$ cat config.mk
export PLATFORM = sky130hd
export DESIGN_NAME = mips64_special_integer_execute_unit
export DESIGN_NICKNAME = d
export VERILOG_FILES = /design/src/hw/rtl/msie_pkg.sv /design/src/hw/rtl/mips64_special_integer_execute_unit.sv /design/src/hw/rtl/msie_muldiv.sv
export VERILOG_INCLUDE_DIRS = /design/src /design/src/hw/rtl
export SDC_FILE = /design/constraint.sdc
export NUM_CORES = 2
export LEC_CHECK = 0
export BUFFER_PORTS_ARGS = -buffer_cell sky130_fd_sc_hd__clkbuf_2
export CORE_ASPECT_RATIO = 0.7
export CORE_UTILIZATION = 40
export CTS_CLUSTER_SIZE = 25
export DETAILED_ROUTE_END_ITERATION = 8
export PLACE_DENSITY = 0.56
export REMOVE_ABC_BUFFERS = 1
export SYNTH_ARGS = -nofsm -noshare
export SYNTH_HDL_FRONTEND = slang
export SYNTH_SLANG_ARGS = --single-unit
$ cat constraint.sdc
create_clock -name clk -period 5.8 [get_ports clk]
set_input_delay 1.45 -clock clk [delete_from_list [all_inputs] [get_ports clk]]
set_output_delay 1.45 -clock clk [all_outputs]
set_load 0.05 [all_outputs]
$ cat src/hw/rtl/mips64_special_integer_execute_unit_assert.svh
// Assertion macros for the SPECIAL-group execute unit.
`ifndef MIPS64_SPECIAL_INTEGER_EXECUTE_UNIT_ASSERT_SVH
`define MIPS64_SPECIAL_INTEGER_EXECUTE_UNIT_ASSERT_SVH
// Implication checked on every clock edge outside reset.
`define MSIE_ASSERT_IMP(label, ante, cons) \
    label: assert property (@(posedge clk) disable iff (!rst_n) (ante) |-> (cons)) \
        else $error("assertion failed");
// Next-cycle implication.
`define MSIE_ASSERT_NEXT(label, ante, cons) \
    label: assert property (@(posedge clk) disable iff (!rst_n) (ante) |=> (cons)) \
        else $error("assertion failed");
`endif

$ cat src/hw/rtl/msie_pkg.sv
// Package: function codes and the iterative unit request and status types.
package msie_pkg;
    localparam logic [5:0] F_SLL = 6'h00, F_SRL = 6'h02, F_SRA = 6'h03;
    localparam logic [5:0] F_SLLV = 6'h04, F_SRLV = 6'h06, F_SRAV = 6'h07;
    localparam logic [5:0] F_MFHI = 6'h10, F_MTHI = 6'h11, F_MFLO = 6'h12, F_MTLO = 6'h13;
    localparam logic [5:0] F_DSLLV = 6'h14, F_DSRLV = 6'h16, F_DSRAV = 6'h17;
    localparam logic [5:0] F_MULT = 6'h18, F_MULTU = 6'h19, F_DIV = 6'h1A, F_DIVU = 6'h1B;
    localparam logic [5:0] F_DMULT = 6'h1C, F_DMULTU = 6'h1D, F_DDIV = 6'h1E;
    localparam logic [5:0] F_DDIVU = 6'h1F;
    localparam logic [5:0] F_ADD = 6'h20, F_ADDU = 6'h21, F_SUB = 6'h22, F_SUBU = 6'h23;
    localparam logic [5:0] F_AND = 6'h24, F_OR = 6'h25, F_XOR = 6'h26, F_NOR = 6'h27;
    localparam logic [5:0] F_SLT = 6'h2A, F_SLTU = 6'h2B;
    localparam logic [5:0] F_DADD = 6'h2C, F_DADDU = 6'h2D, F_DSUB = 6'h2E, F_DSUBU = 6'h2F;
    localparam logic [5:0] F_DSLL = 6'h38, F_DSRL = 6'h3A, F_DSRA = 6'h3B;
    localparam logic [5:0] F_DSLL32 = 6'h3C, F_DSRL32 = 6'h3E, F_DSRA32 = 6'h3F;

    // Start request to the mul/div unit.
    typedef struct packed {
        logic        start;
        logic        is_div;
        logic        is_signed;
        logic [63:0] a;
        logic [63:0] b;
    } md_req_t;

    // Finish status from the mul/div unit.
    typedef struct packed {
        logic        done;
        logic        busy;
    } md_stat_t;
endpackage

$ cat src/hw/rtl/mips64_special_integer_execute_unit.sv
// Top level: MIPS64 SPECIAL-group integer execute unit with hi/lo.
// Use: present command, rs_value, rt_value, shift_amount with in_valid;
// an item is taken when in_valid is high and in_stall low. Each item gives
// one result item on out_valid/out_stall: rd_value and rd_write.
// ALU, shift and move operations: the result sits in the output register
// the cycle after acceptance; a new item is taken in the same cycle the
// previous result leaves, so these run one item per cycle when the
// receiver does not stall and no multiply or divide is in flight.
// Multiply and divide items go through the shared bit-serial unit:
// 64 steps, one bit per cycle, after the operands are loaded; no new item
// is taken while the unit works. Their result item (rd_write = 0) appears when
// the unit finishes and hi/lo are updated.
// Division by zero leaves hi and lo as they were.
// Reset clears hi, lo and the output register; no item is pending.
// When the receiver stalls, the result holds and no new item is taken.
module mips64_special_integer_execute_unit (
    input  logic               clk,
    input  logic               rst_n,
    input  logic               in_valid,
    output logic               in_stall,
    input  logic [5:0]         command,
    input  logic signed [63:0] rs_value,
    input  logic signed [63:0] rt_value,
    input  logic [4:0]         shift_amount,
    output logic               out_valid,
    input  logic               out_stall,
    output logic signed [63:0] rd_value,
    output logic               rd_write
);
    import msie_pkg::*;

    logic        ov_reg;
    logic [63:0] rd_reg;
    logic        wr_reg;
    logic [63:0] hi_reg, lo_reg;
    logic        wait_reg;   // mul/div in flight
    logic        upd_reg;    // hi/lo update on finish
    logic        w32_reg;
    logic        mdiv_reg;   // in-flight op is a divide
    logic        acc;
    logic [63:0] rs, rt;
    logic [63:0] rd_c;
    logic        wr_c, is_md, is_div, md_word, md_sgn, dz;
    logic [63:0] sx_rt, s32;
    logic [5:0]  sh;
    logic [63:0] t64;
    md_req_t     req;
    md_stat_t    st;
    logic [63:0] md_hi, md_lo;
    logic [31:0] add32, sub32;

    assign in_stall = wait_reg | (ov_reg & out_stall);
    assign acc = in_valid & ~in_stall;
    assign rs = rs_value;
    assign rt = rt_value;

    // Combinational datapath.
    always_comb
    begin
        sx_rt = {{32{rt[31]}}, rt[31:0]};
        add32 = rs[31:0] + rt[31:0];
        sub32 = rs[31:0] - rt[31:0];
        rd_c = 64'd0;
        wr_c = 1'b1;
        s32 = 64'd0;
        t64 = 64'd0;
        sh = 6'd0;
        is_md = 1'b0;
        is_div = 1'b0;
        md_word = 1'b0;
        md_sgn = 1'b0;
        case (command)
            F_SLL, F_SRL, F_SRA, F_SLLV, F_SRLV, F_SRAV:
            begin
                sh = (command[2]) ? {1'b0, rs[4:0]} : {1'b0, shift_amount};
                case (command[1:0])
                    2'b00: s32 = rt << sh;
                    2'b10: s32 = {32'd0, rt[31:0]} >> sh;
                    default: s32 = $signed(sx_rt) >>> sh;
                endcase
                rd_c = {{32{s32[31]}}, s32[31:0]};
            end
            F_DSLLV, F_DSRLV, F_DSRAV, F_DSLL, F_DSRL, F_DSRA,
            F_DSLL32, F_DSRL32, F_DSRA32:
            begin
                if (command[3])
                    sh = {command[2], shift_amount};
                else
                    sh = rs[5:0];
                case (command[1:0])
                    2'b00: t64 = rt << sh;
                    2'b10: t64 = rt >> sh;
                    default: t64 = $signed(rt) >>> sh;
                endcase
                rd_c = t64;
            end
            F_MFHI: rd_c = hi_reg;
            F_MFLO: rd_c = lo_reg;
            F_MTHI, F_MTLO: wr_c = 1'b0;
            F_MULT, F_MULTU, F_DIV, F_DIVU, F_DMULT, F_DMULTU, F_DDIV, F_DDIVU:
            begin
                wr_c = 1'b0;
                is_md = 1'b1;
                is_div = command[1];
                md_word = ~command[2];
                md_sgn = ~command[0];
            end
            F_ADD, F_ADDU: rd_c = {{32{add32[31]}}, add32};
            F_SUB, F_SUBU: rd_c = {{32{sub32[31]}}, sub32};
            F_AND: rd_c = rs & rt;
            F_OR:  rd_c = rs | rt;
            F_XOR: rd_c = rs ^ rt;
            F_NOR: rd_c = ~(rs | rt);
            F_SLT: rd_c = {63'd0, $signed(rs) < $signed(rt)};
            F_SLTU: rd_c = {63'd0, rs < rt};
            F_DADD, F_DADDU: rd_c = rs + rt;
            F_DSUB, F_DSUBU: rd_c = rs - rt;
            default: wr_c = 1'b0;
        endcase
        dz = md_word ? (rt[31:0] == 32'd0) : (rt == 64'd0);
    end

    // Operand setup for the serial unit.
    always_comb
    begin
        req.start = acc & is_md;
        req.is_div = is_div;
        req.is_signed = md_sgn;
        if (md_word)
        begin
            req.a = md_sgn ? {{32{rs[31]}}, rs[31:0]} : {32'd0, rs[31:0]};
            req.b = md_sgn ? sx_rt : {32'd0, rt[31:0]};
        end
        else
        begin
            req.a = rs;
            req.b = rt;
        end
    end

    msie_muldiv u_md (
        .clk   (clk),
        .rst_n (rst_n),
        .req   (req),
        .stat  (st),
        .hi    (md_hi),
        .lo    (md_lo)
    );

    // Control, output register and hi/lo.
    always_ff @(posedge clk or negedge rst_n)
    begin
        if (!rst_n)
        begin
            ov_reg   <= 1'b0;
            wait_reg <= 1'b0;
            upd_reg  <= 1'b0;
            w32_reg  <= 1'b0;
            mdiv_reg <= 1'b0;
            rd_reg   <= 64'd0;
            wr_reg   <= 1'b0;
            hi_reg   <= 64'd0;
            lo_reg   <= 64'd0;
        end
        else
        begin
            if (ov_reg & ~out_stall)
                ov_reg <= 1'b0;
            if (acc)
            begin
                if (is_md)
                begin
                    wait_reg <= 1'b1;
                    upd_reg  <= ~(is_div & dz);
                    w32_reg  <= md_word;
                    mdiv_reg <= is_div;
                end
                else
                begin
                    ov_reg <= 1'b1;
                    rd_reg <= wr_c ? rd_c : 64'd0;
                    wr_reg <= wr_c;
                    if (command == F_MTHI)
                        hi_reg <= rs;
                    if (command == F_MTLO)
                        lo_reg <= rs;
                end
            end
            if (st.done)
            begin
                wait_reg <= 1'b0;
                ov_reg   <= 1'b1;
                rd_reg   <= 64'd0;
                wr_reg   <= 1'b0;
                if (upd_reg)
                begin
                    if (w32_reg)
                    begin
                        // word multiply: 64-bit product sits in the low half
                        hi_reg <= mdiv_reg ? {{32{md_hi[31]}}, md_hi[31:0]}
                                           : {{32{md_lo[63]}}, md_lo[63:32]};
                        lo_reg <= {{32{md_lo[31]}}, md_lo[31:0]};
                    end
                    else
                    begin
                        hi_reg <= md_hi;
                        lo_reg <= md_lo;
                    end
                end
            end
        end
    end

    assign out_valid = ov_reg;
    assign rd_value  = rd_reg;
    assign rd_write  = wr_reg;

`include "mips64_special_integer_execute_unit_assert.svh"
    `MSIE_ASSERT_IMP(a_no_acc_busy, wait_reg, !acc)
    `MSIE_ASSERT_IMP(a_busy_match, st.busy, wait_reg)
    `MSIE_ASSERT_IMP(a_done_waits, st.done, wait_reg && !ov_reg)
    `MSIE_ASSERT_NEXT(a_md_start, acc && is_md, wait_reg && !ov_reg)
    `MSIE_ASSERT_IMP(a_nowrite_zero, ov_reg && !wr_reg, rd_reg == 64'd0)
endmodule

$ cat src/hw/rtl/msie_muldiv.sv
// Bit-serial multiplier and restoring divider on magnitudes, 64 steps.
module msie_muldiv (
    input  logic                clk,
    input  logic                rst_n,
    input  msie_pkg::md_req_t   req,
    output msie_pkg::md_stat_t  stat,
    output logic [63:0]         hi,
    output logic [63:0]         lo
);
    import msie_pkg::*;

    logic        busy_reg, busy_next;
    logic        done_reg, done_next;
    logic [6:0]  cnt_reg, cnt_next;
    logic        div_reg, neg_q_reg, neg_r_reg;
    logic [63:0] acc_reg, acc_next;   // high half / remainder
    logic [63:0] sh_reg, sh_next;     // low half / quotient
    logic [63:0] b_reg;
    logic [63:0] ma, mb;
    logic        na, nb;
    logic [64:0] sum;
    logic [64:0] trial;
    logic [63:0] radd;
    logic [127:0] prod;
    logic [127:0] nprod;

    // Operand magnitudes at start.
    always_comb
    begin
        na = req.is_signed & req.a[63];
        nb = req.is_signed & req.b[63];
        ma = na ? (64'd0 - req.a) : req.a;
        mb = nb ? (64'd0 - req.b) : req.b;
    end

    // One step: shift-add for multiply, shift-subtract for divide.
    always_comb
    begin
        sum   = {1'b0, acc_reg} + (sh_reg[0] ? {1'b0, b_reg} : 65'd0);
        radd  = {acc_reg[62:0], sh_reg[63]};
        trial = {acc_reg[63], radd} - {1'b0, b_reg};
        busy_next = busy_reg;
        done_next = 1'b0;
        cnt_next  = cnt_reg;
        acc_next  = acc_reg;
        sh_next   = sh_reg;
        if (req.start)
        begin
            busy_next = 1'b1;
            cnt_next  = 7'd0;
            acc_next  = 64'd0;
            sh_next   = ma;
        end
        else if (busy_reg)
        begin
            if (div_reg)
            begin
                if (!trial[64])
                begin
                    acc_next = trial[63:0];
                    sh_next  = {sh_reg[62:0], 1'b1};
                end
                else
                begin
                    acc_next = radd;
                    sh_next  = {sh_reg[62:0], 1'b0};
                end
            end
            else
            begin
                acc_next = sum[64:1];
                sh_next  = {sum[0], sh_reg[63:1]};
            end
            cnt_next = cnt_reg + 7'd1;
            if (cnt_reg == 7'd63)
            begin
                busy_next = 1'b0;
                done_next = 1'b1;
            end
        end
    end

    always_ff @(posedge clk or negedge rst_n)
    begin
        if (!rst_n)
        begin
            busy_reg <= 1'b0;
            done_reg <= 1'b0;
            cnt_reg  <= 7'd0;
        end
        else
        begin
            busy_reg <= busy_next;
            done_reg <= done_next;
            cnt_reg  <= cnt_next;
        end
    end

    always_ff @(posedge clk)
    begin
        acc_reg <= acc_next;
        sh_reg  <= sh_next;
        if (req.start)
        begin
            b_reg     <= mb;
            div_reg   <= req.is_div;
            neg_q_reg <= na ^ nb;
            neg_r_reg <= na;
        end
    end

    // Sign fix of the finished result.
    always_comb
    begin
        prod  = {acc_reg, sh_reg};
        nprod = 128'd0 - prod;
        if (div_reg)
        begin
            lo = neg_q_reg ? (64'd0 - sh_reg) : sh_reg;
            hi = neg_r_reg ? (64'd0 - acc_reg) : acc_reg;
        end
        else
        begin
            hi = neg_q_reg ? nprod[127:64] : prod[127:64];
            lo = neg_q_reg ? nprod[63:0] : prod[63:0];
        end
    end

    assign stat.done = done_reg;
    assign stat.busy = busy_reg;
endmodule
==> results by group <==
Synthesis
  • Top cell type's share of synthesized area: under 10%
  • Sequential cell area fraction in the yosys report: a little under a fifth
  • Ys async rst share: 51.5%
  • Number of synthesized register bits: between 400 and 500
  • Number of synthesized flops with an enable pin: 131
  • Netlist cell types: 90
  • Top post-synthesis cells by count: nand2_1, nor2_1, a21oi_1
  • Yosys Warn Count: 0
  • Gate Count Post-Synth: roughly 8,300
  • Top_reg_cell synth: dfrtp_1
  • Yosys top cell by area: dfrtp_1
  • Most frequent cell after synthesis: nand2_1
  • Syn_area_per_cell: between 6 and 7 µm²
  • Synth top area cells: dfrtp_1, a21oi_1, ha_1, edfxtp_1, nand2_1
  • Post-Syn Area: roughly 57,000 µm²

Critical path
  • Worst EP required: about 6.4 ns
  • Worst Setup End Kind: flop
  • CP Max Fanout: 7
  • Worst setup SP type: flop
  • Critical path type: flop to flop
  • Worst Path Arrival: just over 6 ns

Layout
  • Final Non-Filler Cells: approximately 10,000
  • Fillers: around 15,000
  • Area delta synth->final: 14.4%
  • Share of post-route cells with drive strength above 1: about an eighth
  • Fin nets: about 9,000

CTS
  • Post_cts resized: 0
  • Root buffer cell: clkbuf_16
  • H-tree Lvls: 2
  • Worst skew pair latency: just over 0.7 ns
  • Clock-pin slew on the worst setup and hold paths: 0.06 ns
  • Total CTS buffers: 50
  • Sink Count: ~400
  • CTS tree: built
  • Post-CTS setup buffers: 0
  • Clock Tree Buf Depth: 3
  • CTS Hold Buffers Added: 0

Drt
  • Met2 wire len: 138,000 µm
  • Routed WL per cell: between 30 and 40 µm
  • Routed wire length: 379,000 µm
  • Routed vias/inst: about 7
  • Wire length on met3: ~64,000 µm
  • Post-route ant nets: 0
  • DR pass1 iterations: 9
  • Top Layer Used: met5
  • DRC: 28
  • Vias: 73,700
  • DRT iter0 DRCs: 14,300
  • M1 WL: about 150,000 µm

STA
  • Tmin final: 5.56 ns
  • Worst-Margin Slew: 1.53 ns
  • Final hold vios: 0
  • Tcrit/Tclk final: around 96%
  • RSZ-0062 raised after global routing: false
  • Fmax: between 150 and 200 MHz
  • Final Max Tran Viols: 3
  • Final Setup Violations: 0
  • Setup_tns: 0 ns
  • Slew HR: -2.52%
  • Skew final: approximately 0.036 ns
  • Final WS setup: about 0.24 ns
  • Hold WS: between 0.4 and 0.5 ns

Die
  • Core footprint: ~140,000 µm²
  • I/O pin cnt: 210
  • Die Ht: about 320 µm
  • Row count: roughly 120
  • Die area: ~140,000 µm²
  • Die width: ~450 µm
  • Initial core utilization: between 40% and 50%

GRT
  • Vias in the first global route: around 66,000
  • GRT Total Usage: between 40% and 50%
  • Remaining Overflow, GRT: 0
  • Initial antenna violation count: 26
  • First-pass GRT wire length: slightly above 500,000 µm
  • Pin count of the biggest net entering global routing: ~110

Power and ir drop
  • VDD IR max: ~0.33 mV
  • PwrDens: ~380 nW/µm²
  • Total Power: between 20 and 30 mW
  • LEAKAGE: 27.1 nW

Placed design
  • Placed cells: around 10,000
  • Dpl ws: ~0.088 ns
  • Dpl hpwl: slightly above 300,000 µm
  • Port Buf Inserts: 209
  • GPL Wtd Cong: between 1 and 1.5

Outcome
  • Failing checks: DRC, capacitance limit, slew limit
  • Outcome: complete, but fails checks

Flow run
  • Max cap viols: 1

Worst hold path
  • Type of the tightest min-delay check: flop to flop
## cell usage in the layout, fill, tap and decap left out, types with 71 or more instances in the layout
cell type,netlist,routed
a211oi_1,112,112
a21o_1,111,111
a21oi_1,857,855
a221oi_1,79,79
a22oi_1,89,89
a31oi_1,189,188
buf_4,0,593
clkbuf_2,0,208
dfrtp_1,207,205
edfxtp_1,131,131
ha_1,327,327
inv_1,287,285
mux2i_1,326,318
nand2_1,1033,1030
nand3_1,185,183
nand4_1,99,99
nor2_1,884,877
nor3_1,175,170
nor4_1,100,98
o211ai_1,139,139
o21ai_0,746,745
o21bai_1,71,71
o31ai_1,92,92
xnor2_1,275,274
xor2_1,131,130
## cell type report
cell class              instances  area, µm²  area share, %
diodes                         17       42.5         0.0648
clock buffers                  56       1290           1.97
clock inverters                37        479          0.730
inverters                     305       1150           1.75
multi-input cells            6899      43600           66.5
flip-flops and latches        402      10400           15.8
well taps                    1872       2340           3.57
repair buffers                841       6290           9.58
## where the power goes
part	switching [mW]	leakage, nW	internal (mW)	total, mW
logic	10.3	22.0	5.31	15.6
clock network	1.61	0.861	2.03	3.64
registers	1.85	4.21	4.16	6.01
## cell families (layout without fill, tap and decap cells)
family,Yosys count,in the layout,synth area share (%)
AO/OA/AOI/OAI,2972,2972,32.6
buffers and inverters,980,1239,6.45
adder cells (fa/ha/maj),331,331,7.27
multiplexers,391,391,7.77
other,0,17,0
AND/OR/NAND/NOR,2799,2799,21.6
XOR/XNOR,406,406,6.20
flip-flops,402,402,18.1
## stage by stage
stage	area, µm²	utilization (%)
finish	65600	46.4
global route	65600	46.4
CTS	65600	46.4
detailed placement	63800	45.1
global placement	63800	45.1
floorplan	54800	-
## metal layers
| metal | up-vias | global-route usage (%) |
|---|---|---|
| li1 | 30900 | - |
| met1 | 35400 | 68.7 |
| met2 | 6414 | 62.6 |
| met3 | 965 | 23.8 |
| met4 | 20 | 25.7 |
| met5 | - | 0 |
## worst max-delay path, stage by stage, from the launching register on
cell and delay, ns:
edfxtp_1 0.48, or4_1 0.61, or4b_1 0.76, nor4b_4 0.57
nand4_1 0.52, nand2b_1 0.47, or3_1 0.51, a21oi_1 0.23
nor2_1 0.33, o21ai_0 0.45, xor2_1 0.13, o21a_1 0.21
a31oi_1 0.17
## final timing paths
check | from | endpoint | slack (ns) | cells past startpoint
setup / recovery | u_md.sh_reg[14]$_DFFE_PP_ | hi_reg[57]$_DFF_PN0_ | 0.24 | 12
hold / removal | rd_value[30]$_DFFE_PN0P_ | rd_value[30]$_DFFE_PN0P_ | 0.48 | 2
setup reg to reg | u_md.sh_reg[14]$_DFFE_PP_ | hi_reg[57]$_DFF_PN0_ | 0.24 | 12
hold reg to reg | rd_value[30]$_DFFE_PN0P_ | rd_value[30]$_DFFE_PN0P_ | 0.48 | 2
max in group asynchronous | rst_n | lo_reg[54]$_DFF_PN0_ | 4.05 | 2
min in group asynchronous | rst_n | rd_value[4]$_DFFE_PN0P_ | 0.61 | 1
(Power assumes the default switching activity.)
